$ cat src/rtl/rth_pkg.sv
// Shared types and constants for the 8-bit RGB to HSV converter.
// Used by every module of the converter; depends on nothing else.
`default_nettype none

package rth_pkg;

  localparam int unsigned ChanWidth = 8;
  localparam int unsigned QuotBits  = 8;
  localparam int unsigned NumCells  = QuotBits;

  typedef enum logic [1:0] {
    SEC_RED   = 2'd0,
    SEC_GREEN = 2'd1,
    SEC_BLUE  = 2'd2
  } sector_t;

  // Partial results of both divisions as they pass along the row of cells.
  typedef struct packed {
    logic [ChanWidth-1:0] rem_s;
    logic [ChanWidth-1:0] lo_s;
    logic [ChanWidth-1:0] div_s;
    logic [ChanWidth-1:0] rem_h;
    logic [ChanWidth-1:0] lo_h;
    logic [ChanWidth-1:0] div_h;
    sector_t              sector;
    logic                 neg;
    logic                 gray;
  } work_t;

endpackage

`default_nettype wire

$ cat src/rtl/rth_front.sv
// Input stage: channel maximum and minimum, hue sector and both dividends.
// Depends on rth_pkg.
`default_nettype none

module rth_front import rth_pkg::*; (
  input  wire logic                 clk,
  input  wire logic                 rst,
  input  wire logic                 en,
  input  wire logic                 in_valid,
  input  wire logic [ChanWidth-1:0] red,
  input  wire logic [ChanWidth-1:0] green,
  input  wire logic [ChanWidth-1:0] blue,
  output logic                      out_valid,
  output work_t                     out_work
);

  logic [ChanWidth-1:0] vmax;
  logic [ChanWidth-1:0] vmin;
  logic [ChanWidth-1:0] span;
  logic [ChanWidth-1:0] pos;
  logic [ChanWidth-1:0] negv;
  logic [ChanWidth-1:0] mag;
  logic                 neg;
  sector_t              sector;
  logic [15:0]          sat_num;
  logic [15:0]          hue_num;
  work_t                work_next;

  always_comb begin
    vmax = (red > green) ? red : green;
    if (blue > vmax) begin
      vmax = blue;
    end
    vmin = (red < green) ? red : green;
    if (blue < vmin) begin
      vmin = blue;
    end
    span = vmax - vmin;

    if (blue == vmax) begin
      sector = SEC_BLUE;
      pos    = red;
      negv   = green;
    end else if (green == vmax) begin
      sector = SEC_GREEN;
      pos    = blue;
      negv   = red;
    end else begin
      sector = SEC_RED;
      pos    = green;
      negv   = blue;
    end
    neg = pos < negv;
    mag = neg ? (negv - pos) : (pos - negv);

    sat_num = {span, 8'd0} - {8'd0, span};
    hue_num = {2'd0, mag, 6'd0} - {6'd0, mag, 2'd0};

    work_next.rem_s  = sat_num[15:8];
    work_next.lo_s   = sat_num[7:0];
    work_next.div_s  = vmax;
    work_next.rem_h  = hue_num[15:8];
    work_next.lo_h   = hue_num[7:0];
    work_next.div_h  = span;
    work_next.sector = sector;
    work_next.neg    = neg;
    work_next.gray   = (span == '0);
  end

  always_ff @(posedge clk) begin
    if (rst) begin
      out_valid <= 1'b0;
    end else if (en) begin
      out_valid <= in_valid;
    end
  end

  always_ff @(posedge clk) begin
    if (en) begin
      out_work <= work_next;
    end
  end

endmodule

`default_nettype wire

$ cat src/rtl/rth_div_cell.sv
// One restoring division cell: yields one quotient bit of both the saturation
// and the hue division per transfer through it. Depends on rth_pkg.
`default_nettype none

module rth_div_cell import rth_pkg::*; (
  input  wire logic  clk,
  input  wire logic  rst,
  input  wire logic  en,
  input  wire logic  in_valid,
  input  wire work_t in_work,
  output logic       out_valid,
  output work_t      out_work
);

  logic [ChanWidth:0]   trial_s;
  logic [ChanWidth:0]   trial_h;
  logic [ChanWidth:0]   diff_s;
  logic [ChanWidth:0]   diff_h;
  logic                 ge_s;
  logic                 ge_h;
  work_t                work_next;

  always_comb begin
    trial_s = {in_work.rem_s, in_work.lo_s[ChanWidth-1]};
    trial_h = {in_work.rem_h, in_work.lo_h[ChanWidth-1]};
    diff_s  = trial_s - {1'b0, in_work.div_s};
    diff_h  = trial_h - {1'b0, in_work.div_h};
    ge_s    = trial_s >= {1'b0, in_work.div_s};
    ge_h    = trial_h >= {1'b0, in_work.div_h};

    work_next       = in_work;
    work_next.rem_s = ge_s ? diff_s[ChanWidth-1:0] : trial_s[ChanWidth-1:0];
    work_next.rem_h = ge_h ? diff_h[ChanWidth-1:0] : trial_h[ChanWidth-1:0];
    work_next.lo_s  = {in_work.lo_s[ChanWidth-2:0], ge_s};
    work_next.lo_h  = {in_work.lo_h[ChanWidth-2:0], ge_h};
  end

  always_ff @(posedge clk) begin
    if (rst) begin
      out_valid <= 1'b0;
    end else if (en) begin
      out_valid <= in_valid;
    end
  end

  always_ff @(posedge clk) begin
    if (en) begin
      out_work <= work_next;
    end
  end

endmodule

`default_nettype wire

$ cat src/rtl/rth_back.sv
// Output stage: adds the sector offset to the hue quotient, wraps and halves
// it, and holds the finished pixel. Depends on rth_pkg.
`default_nettype none

module rth_back import rth_pkg::*; (
  input  wire logic                 clk,
  input  wire logic                 rst,
  input  wire logic                 en,
  input  wire logic                 in_valid,
  input  wire work_t                in_work,
  output logic                      out_valid,
  output logic [ChanWidth-1:0]      hue,
  output logic [ChanWidth-1:0]      sat,
  output logic [ChanWidth-1:0]      val
);

  logic [8:0] q;
  logic [8:0] deg;
  logic [7:0] hue_next;
  logic [7:0] sat_next;

  always_comb begin
    q = {1'b0, in_work.lo_h};
    unique case (in_work.sector)
      SEC_BLUE:  deg = in_work.neg ? (9'd240 - q) : (9'd240 + q);
      SEC_GREEN: deg = in_work.neg ? (9'd120 - q) : (9'd120 + q);
      SEC_RED:   deg = (in_work.neg && (q != '0)) ? (9'd360 - q) : q;
      default:   deg = '0;
    endcase
    hue_next = in_work.gray ? 8'd0 : deg[8:1];
    sat_next = in_work.gray ? 8'd0 : in_work.lo_s;
  end

  always_ff @(posedge clk) begin
    if (rst) begin
      out_valid <= 1'b0;
    end else if (en) begin
      out_valid <= in_valid;
    end
  end

  always_ff @(posedge clk) begin
    if (en) begin
      hue <= hue_next;
      sat <= sat_next;
      val <= in_work.div_s;
    end
  end

endmodule

`default_nettype wire

$ cat src/rtl/rgb_to_hsv_8bit.sv
// Top level of the 8-bit RGB to HSV converter with hue in half degrees.
// Instantiates rth_front, a row of rth_div_cell and rth_back; uses rth_pkg.
`default_nettype none

// The converter takes one pixel per clock while the pipeline advances, and its
// HSV result passes through ten register stages on the way to the outputs: one
// input stage, a row of eight division cells that each settle one quotient bit
// of the saturation and hue divisions, and one output stage. The whole pipeline
// advances together whenever its last stage is empty or its result is being
// taken, so a full pipeline with ready held high sustains one pixel per cycle.

module rgb_to_hsv_8bit import rth_pkg::*; (
  input  wire logic                 clk,
  input  wire logic                 rst,
  input  wire logic                 in_valid,
  output logic                      in_ready,
  input  wire logic [ChanWidth-1:0] red_in,
  input  wire logic [ChanWidth-1:0] green_in,
  input  wire logic [ChanWidth-1:0] blue_in,
  output logic                      out_valid,
  input  wire logic                 out_ready,
  output logic [ChanWidth-1:0]      hue_out,
  output logic [ChanWidth-1:0]      sat_out,
  output logic [ChanWidth-1:0]      val_out
);

  logic  en;
  logic  cell_valid [NumCells+1];
  work_t cell_work  [NumCells+1];

  assign en       = !out_valid || out_ready;
  assign in_ready = en;

  rth_front u_front (
    .clk       (clk),
    .rst       (rst),
    .en        (en),
    .in_valid  (in_valid),
    .red       (red_in),
    .green     (green_in),
    .blue      (blue_in),
    .out_valid (cell_valid[0]),
    .out_work  (cell_work[0])
  );

  for (genvar i = 0; i < NumCells; i++) begin : g_cell
    rth_div_cell u_cell (
      .clk       (clk),
      .rst       (rst),
      .en        (en),
      .in_valid  (cell_valid[i]),
      .in_work   (cell_work[i]),
      .out_valid (cell_valid[i+1]),
      .out_work  (cell_work[i+1])
    );
  end

  rth_back u_back (
    .clk       (clk),
    .rst       (rst),
    .en        (en),
    .in_valid  (cell_valid[NumCells]),
    .in_work   (cell_work[NumCells]),
    .out_valid (out_valid),
    .hue       (hue_out),
    .sat       (sat_out),
    .val       (val_out)
  );

endmodule

`default_nettype wire

$ cat config.mk
export PLATFORM = sky130hd
export DESIGN_NAME = rgb_to_hsv_8bit
export DESIGN_NICKNAME = d
export VERILOG_FILES = /design/src/rtl/rth_pkg.sv /design/src/rtl/rth_front.sv /design/src/rtl/rth_div_cell.sv /design/src/rtl/rth_back.sv /design/src/rtl/rgb_to_hsv_8bit.sv
export SDC_FILE = /design/constraint.sdc
export NUM_CORES = 1
export LEC_CHECK = 0
export BUFFER_PORTS_ARGS = -buffer_cell sky130_fd_sc_hd__buf_2
export CAP_MARGIN = 0
export CELL_PAD_IN_SITES_DETAIL_PLACEMENT = 1
export CELL_PAD_IN_SITES_GLOBAL_PLACEMENT = 1
export CORE_UTILIZATION = 35
export CTS_CLUSTER_DIAMETER = 120
export DETAILED_ROUTE_END_ITERATION = 10
export HOLD_SLACK_MARGIN = 0.05
export PLACE_DENSITY_LB_ADDON = 0.1
export SLEW_MARGIN = 30
export SYNTH_ARGS = -nofsm -noshare
export SYNTH_HDL_FRONTEND = slang
export SYNTH_SLANG_ARGS = --single-unit
$ cat constraint.sdc
create_clock -name clk -period 52.4 [get_ports clk]
set_clock_uncertainty 0.1 [all_clocks]
set_input_delay 13.1 -clock clk [delete_from_list [all_inputs] [get_ports clk]]
set_output_delay 13.1 -clock clk [all_outputs]
set_load 0.01 [all_outputs]
[After elaboration in Yosys (flattened, before gate mapping)]
Index checks and enable logic that the tools add are counted.
Cells by class
  $add $sub $neg: 24
  $lt $le $gt $ge: 21
  eq/ne operators: 4
  mux-type cells: 28
  reduce and logical (&&, ||, !) cells: 6
Operator list (count)
  $mux 8: 23
  $ge 9x8->1: 16
  $sub 8x8->8: 17
  $mux 9: 3
  $pmux 9 s3: 1
  $lt 8x8->1: 3
  $eq 8x8->1: 2
  $gt 8x8->1: 2
  $sub 16x8->16: 1
  $sub 14x10->15: 1
  $add 7x8->9 const A: 1
  $add 8x8->9 const A: 1
  $sub 7x8->9 const A: 1
  $sub 8x8->9 const A: 1
  $sub 9x8->9 const A: 1
  $logic_not 8->1: 1
  $reduce_bool 8->1: 1
  $eq 2x1->1 const B: 1
  $eq 2x2->1 const B: 1
  $logic_not 2->1: 1
  $logic_and 1x1->1: 1
  $logic_not 1->1: 1
  $logic_or 1x1->1: 1
  $mux 1: 1
Storage, ports and cells
  bits in registers: 477
  input port bits: 28
  output and inout port bits: 26
  word-level logic and storage cells: 174

[Depth between registers and ports, before layout]
Gate-level depths: netlist (run 1).
  depth after elaboration: 10
  depth in mapped cells: 41
  gate-level depth less buffers: 37

[By module]
Synthesis (run 1) repeated with hierarchy kept, for this count alone.
Unflattened totals
  cell total of the unflattened synthesis: 2158
  area, all modules: 27064.7 µm²
By module, submodules not included
  rth_div_cell (g_cell[1].u_cell ...): times used 5, cells each 181, area an instance 2555.0 µm², seq. area each 1581.5 µm²
  rth_div_cell (g_cell[5].u_cell ...): times used 2, cells each 177, area an instance 2531.2 µm², seq. area each 1581.5 µm²
  rth_front: times used 1, cells each 555, area an instance 5053.6 µm², seq. area each 1461.4 µm²
  rth_div_cell (g_cell[0].u_cell): times used 1, cells each 183, area an instance 2547.4 µm², seq. area each 1581.5 µm²
  rth_back: times used 1, cells each 160, area an instance 1620.3 µm², seq. area each 740.7 µm²
  rgb_to_hsv_8bit: times used 1, cells each 1, area an instance 6.3 µm², seq. area each 0.0 µm²

[Worst setup path before layout (run 1)]
No wires, ideal clock.
  path type: in2out
  from: in out_ready
  to: out in_ready
  arrival: 21403 ps
  data required time: 39200 ps
  path slack: 17797 ps
  stages on the path: 2
  buffers on the path: 0
  path through: nor2b_1 -> clkinv_1
Between the ends
  cells in the longest elaborated chain, start to end: 1
RTL lines
  start, declared: RTL line rgb_to_hsv_8bit.sv:21  | input wire logic out_ready,
  $logic_or 1x1->1: RTL line rgb_to_hsv_8bit.sv:31  | assign en = !out_valid || out_ready;
  end, declared: RTL line rgb_to_hsv_8bit.sv:16  | output logic in_ready,
No other way between the ends.

[Worst setup path in the final report (run 1)]
Same ends and word-level chain as after synthesis.

==> flow_summary.toml, run 1 <==
[yosys]
post_synth_num_cell_types = 71
synthTopCellsByArea = "edfxtp_1 57%, ha_1 10%, o21ai_0 4.0%, inv_1 3.7%, nand2_1 2.7%"
synth_top_area_cell = "edfxtp_1"
yosys_register_bits = 454
ys_warn_count = 0
synthArstFlopShare_pct = 0
ys_seq_area_share_pct = 57.5
synthTopCellsByCount = "444 x edfxtp_1, 232 x inv_1, 188 x ha_1, 188 x o21ai_0, 170 x nand2_1"
synth_fp_nets = 2240
ys.flop_type = "edfxtp_1"
synthesis.area_sq_um = 23500
synth_cells = 2007
netlist.area_leader.share_pct = 56.6
synth_edf_count = 444
syn_area_per_cell_sq_um = 11.7
synth.most_common_cell = "edfxtp_1"

[floorplanning]
num_rows = 94
io-pin-count = 54
die_x_um = 261
die_area_sq_um = 68300
die_h_um = 261
core_area_sq_um = 66200
initial_core_util_pct = 35.6

[grt]
grt_overflow = 0
antenna_found_initial = 0
grtUsageTotal_pct = 13.6
grt_pass1_vias = 15322
grt_pass1_wl_um = 75400
grt_start_max_net_pins = 169

[critical_path]
reg2reg_depth = 13
reg2reg_from = "g_cell[0].u_cell.out_work[5]$_DFFE_PP_"
cp_max_fo = 84
crit_slowest_cell = "nor2b_2"
cp.depth = 4
crit_arrival_ps = 14400
worstPathRequired_ps = 39200
r2r_end = "g_cell[1].u_cell.out_work[26]$_DFFE_PP_"
crit_top_cell = "buf_2"
cpPeakStageDelay_ps = 490
cp-end-kind = "output pin"
startpoint_type = "input pin"
crit_family = "buffers and inverters"
path_buf_inv = 3
path_class = "in -> out"
crit_chain = "buf_2, nor2b_2, inv_8, buf_2"
rrSetupSlack_ps = 48770

[hold_path]
min_path_cells = 0
min-delay-start = "g_cell[5].u_cell.out_work[0]$_DFFE_PP_"
hold_path_class = "reg -> reg"
min_to = "g_cell[6].u_cell.out_work[0]$_DFFE_PP_"

[placed_design]
io_buffer_count = 53
gp_congestion = 0.841
dpl.hpwl_um = 33100
dpl_cell_area_sq_um = 24800

[clock_tree]
root_buffer = "clkbuf_16"
cts_tree = "yes"
hold_buffers = 0
numCtsBuffers = 49
insertion_delay_ps = 580
cts_resized = 0
cts_setup_buffers = 0
htreeDepth = 2
clk_path_buf_depth = 3
clkSinkCount = 454
clkSlewWorstSetupHoldPaths_ps = 50

[layout]
finalInstanceArea_sq_um = 26400
syn_to_final_growth_pct = 12.0
drive_gt1_share_pct = 7.64
final_util_pct = 39.8
n_antenna_cell = 0
fin_nets = 2307

[power]
p_sw_uw = 678
pwr-share-clk_pct = 17.7
ir_drop_mv = 0.0254
comb_power_share_pct = 43.5
p_per_area_nw_per_um2 = 70.5
leakagePower_uw = 0.0110
p_int_uw = 1180
pwr-share-seq_pct = 38.8
swShare_pct = 36.5

[routing]
via_per_inst = 4.88
wl_um = 45500
ant_nets = 0
dr.pass1.iters = 7
drtIter0Drc = 560
dr_total_vias = 14495
wire_per_inst_um = 15.3
detail_route.drc_violations = 5

[flow_run]
max_cap_violations = 0

[run_status]
status = "finished with violations"
violations = "design-rule violations"

[sta]
layout_min_cycle_time_ps = 27600
rsz0062_at_grt = "false"
max_freq_mhz = 36.2
setup_viol = 0
hold_viol = 0
tns_ps = 0
slew_headroom_pct = 37.8
post-route-period-util_pct = 52.7
drv_slew = 0
worst_pin_slew_ps = 931
==> kinds of logic after synthesis <==
logic type | share of synthesized area, %
fa+ha+maj | 11.5
xor+xnor | 3.60
compound gates | 11.2
flops | 57.5
mux | 1.09
buf+inv | 4.49
simple gates | 10.7
==> cell type report <==
| cell class | count | area [sq um] |
|---|---|---|
| clock buffer | 60 | 1270 |
| clock inverter | 23 | 251 |
| fill | 7061 | 39800 |
| inverter | 236 | 893 |
| multi-input combinational | 1273 | 8990 |
| sequential | 454 | 13500 |
| tap | 864 | 1080 |
| timing repair buffer | 60 | 354 |
==> power groups by stage <==
stage	Clock, uW	Combinational (uW)	Sequential, uW
6_report	330	808	721
5_1_grt	358	926	742
4_1_cts	345	820	726
3_5_place_dp	0	813	732
3_3_place_gp	0	783	726
2_1_floorplan	0	624	696
==> routing by layer <==
metal  routed length, um  vias to the layer above  GRT usage, %  share of wire, %
met4                1360                        0          4.97               3.0
met2               23100                      163          24.9                51
li1                    -                     7290             -                 -
met1               19600                     6954          15.8                43
met5                   0                        -             0                 0
met3                1360                       88          2.26               3.0
==> worst max path at each step <==
stage                   start        to  slack [ps]
detailed placement  out_ready  in_ready       24340
global route        out_ready  in_ready       24650
floorplan           out_ready  in_ready       17800
CTS                 out_ready  in_ready       24320
global placement    out_ready  in_ready       24440
finish              out_ready  in_ready       24800
==> layout by cell type, fill, tap and decap left out, types with 53 or more instances in the layout <==
cell type  count
edfxtp_1     444
inv_1        232
nor2_1       112
nand2_1      170
o21ai_0      188
ha_1         188
nor2b_1       54
xor2_1        53
a21oi_1       94
buf_2         53
==> metrics by stage <==
step	cells	hold slack, ps	setup slack (ps)	total power [uW]
floorplan	2007	300	17800	1320
global placement	2886	301	24440	1510
finish	2970	306	24800	1860
detailed placement	2886	305	24340	1550
CTS	2969	306	24320	1890
global route	2970	319	24650	2030
==> registers in the layout (all words and copies together), names as in the netlist <==
signal / flops
u_front.out_work: 48
u_back.sat: 8
u_back.hue: 8
g_cell.u_cell.out_work: 372
u_back.val: 8
g_cell.u_cell.out_valid: 8
u_front.out_valid: 1
u_back.out_valid: 1
Note: power is estimated with default switching activity, not from simulation.
==> run 2: changes to the inputs <==
==> constraint.sdc (replaced) <==
create_clock -name clk -period 23.4 [get_ports clk]
set_clock_uncertainty 0.1 [all_clocks]
set_input_delay 5.85 -clock clk [delete_from_list [all_inputs] [get_ports clk]]
set_output_delay 5.85 -clock clk [all_outputs]
set_load 0.01 [all_outputs]
==> flow_summary.toml, run 2 (synthesis gave the netlist of run 1 again) <==
[run_status]
status = "finished with violations"
violations = "design-rule violations"

[routing]
drtIter0Drc = 533
via_per_inst = 4.84
wl_um = 46700
ant_nets = 0
dr.pass1.iters = 9
detail_route.drc_violations = 3
wire_per_inst_um = 15.7
dr_total_vias = 14435

[flow_run]
max_cap_violations = 0

[clock_tree]
root_buffer = "clkbuf_16"
cts_setup_buffers = 0
insertion_delay_ps = 570
cts_resized = 0
cts_tree = "yes"
clkSlewWorstSetupHoldPaths_ps = 60
clkSinkCount = 454
clk_path_buf_depth = 3
numCtsBuffers = 51
htreeDepth = 2
hold_buffers = 0

[critical_path]
rrSetupSlack_ps = 19770
path_class = "in -> reg"
cp_max_fo = 29
reg2reg_depth = 13
worstPathRequired_ps = 23610
crit_start = "green_in[1]"
reg2reg_from = "g_cell[2].u_cell.out_work[29]$_DFFE_PP_"
cpPeakStageDelay_ps = 690
crit_arrival_ps = 14270
r2r_end = "g_cell[3].u_cell.out_work[46]$_DFFE_PP_"
crit_slowest_cell = "nor2_1"
cp-end-kind = "flop"
startpoint_type = "input pin"

[layout]
fin_nets = 2311
drive_gt1_share_pct = 7.99
largest_reg_flops = 372
reg.largest.list = "g_cell.u_cell.out_work: 372 flops, u_front.out_work: 48 flops"
fillers = 7080
n_antenna_cell = 0
syn_to_final_growth_pct = 12.6
most-common-layout-cells = "444 x edfxtp_1, 232 x inv_1, 188 x o21ai_0, 188 x ha_1, 170 x nand2_1"
regMostFlops = "g_cell.u_cell.out_work"
layout_commonest_cell = "edfxtp_1"

[grt]
grt_pass1_vias = 15424
grt_overflow = 0
grt_start_max_net_pins = 97
grt_pass1_wl_um = 76900
antenna_found_initial = 0
grtUsageTotal_pct = 14.0

[power]
comb_power_share_pct = 43.0
p_sw_uw = 1530
pwr-share-seq_pct = 38.4
pwr-share-clk_pct = 18.6
p_per_area_nw_per_um2 = 159
p_int_uw = 2680
leakagePower_uw = 0.0111
swShare_pct = 36.3
ir_drop_mv = 0.0571

[sta]
drv_slew = 0
finalHoldWorstSlack_ps = 308
hold_viol = 0
slew_headroom_pct = 37.3
post-route-period-util_pct = 60.1
rsz0062_at_grt = "false"
setup_viol = 0
layout_min_cycle_time_ps = 14050
worst_pin_slew_ps = 939
max_freq_mhz = 71.2
tns_ps = 0

[hold_path]
min-delay-start = "g_cell[5].u_cell.out_work[3]$_DFFE_PP_"
min_to = "g_cell[6].u_cell.out_work[3]$_DFFE_PP_"
hold_path_class = "reg -> reg"
min_path_cells = 0

[floorplanning]
die_x_um = 261
io-pin-count = 54
die_h_um = 261
core_area_sq_um = 66200
die_area_sq_um = 68300
initial_core_util_pct = 35.6
num_rows = 94

[placed_design]
gp_congestion = 0.808
io_buffer_count = 53
dpl.hpwl_um = 34800
run 2: critical path, delay by kind of cell:
| kind | cells | cell delay, ps |
|---|---|---|
| multiplexers | 2 | 950 |
| XOR/XNOR | 1 | 330 |
| adder cells (fa/ha/maj) | 4 | 1470 |
| AO/OA/AOI/OAI | 13 | 2520 |
| AND/OR/NAND/NOR | 11 | 2510 |
| buffers and inverters | 4 | 630 |
run 2: layer usage:
metal	global-route usage [%]	routed length, um
met1	15.8	19700
met2	26.8	24800
met3	2.29	1270
met4	3.81	947
met5	0	0
run 2: how the worst max path moves through the flow:
| stage | endpoint | slack (ps) | cells after the start |
|---|---|---|---|
| after floorplan | in_ready | 3300 | 2 |
| after detailed placement | u_front.out_work[21]$_DFFE_PP_ | 8750 | 35 |
| after global placement | u_front.out_work[22]$_DFFE_PP_ | 9010 | 33 |
| after CTS | u_front.out_work[25]$_DFFE_PP_ | 9350 | 34 |
| final | u_front.out_work[21]$_DFFE_PP_ | 9350 | 35 |
| after global routing | u_front.out_work[21]$_DFFE_PP_ | 8510 | 35 |
run 2: final cells by class:
cell class                      instances  area (sq um)  share of cell area (%)
Sequential cell                       454         13500                    51.0
Multi-Input combinational cell       1273          8990                    33.9
Clock buffer                           58          1300                    4.91
Tap cell                              864          1080                    4.08
Inverter                              236           893                    3.37
Timing Repair Buffer                   62           377                    1.42
Clock inverter                         33           344                    1.30
run 2: power groups by stage:
stage	clock network [uW]	registers, uW	logic, uW
2_1_floorplan	0	1560	1400
3_3_place_gp	0	1630	1770
3_5_place_dp	0	1640	1840
4_1_cts	813	1630	1850
5_1_grt	840	1670	2080
6_report	782	1620	1810
run 2: per-stage QoR:
| step | cell area, sq um | setup slack (ps) | utilization [%] | total power, uW | instances |
|---|---|---|---|---|---|
| after detailed placement | 24800 | 8750 | 37.4 | 3480 | 2887 |
| after global placement | 24800 | 9010 | 37.4 | 3400 | 2887 |
| final | 26500 | 9350 | 40.0 | 4210 | 2980 |
| after global routing | 26500 | 8510 | 40.0 | 4590 | 2980 |
| after floorplan | 23500 | 3300 | - | 2950 | 2007 |
| after CTS | 26400 | 9350 | 39.9 | 4290 | 2978 |
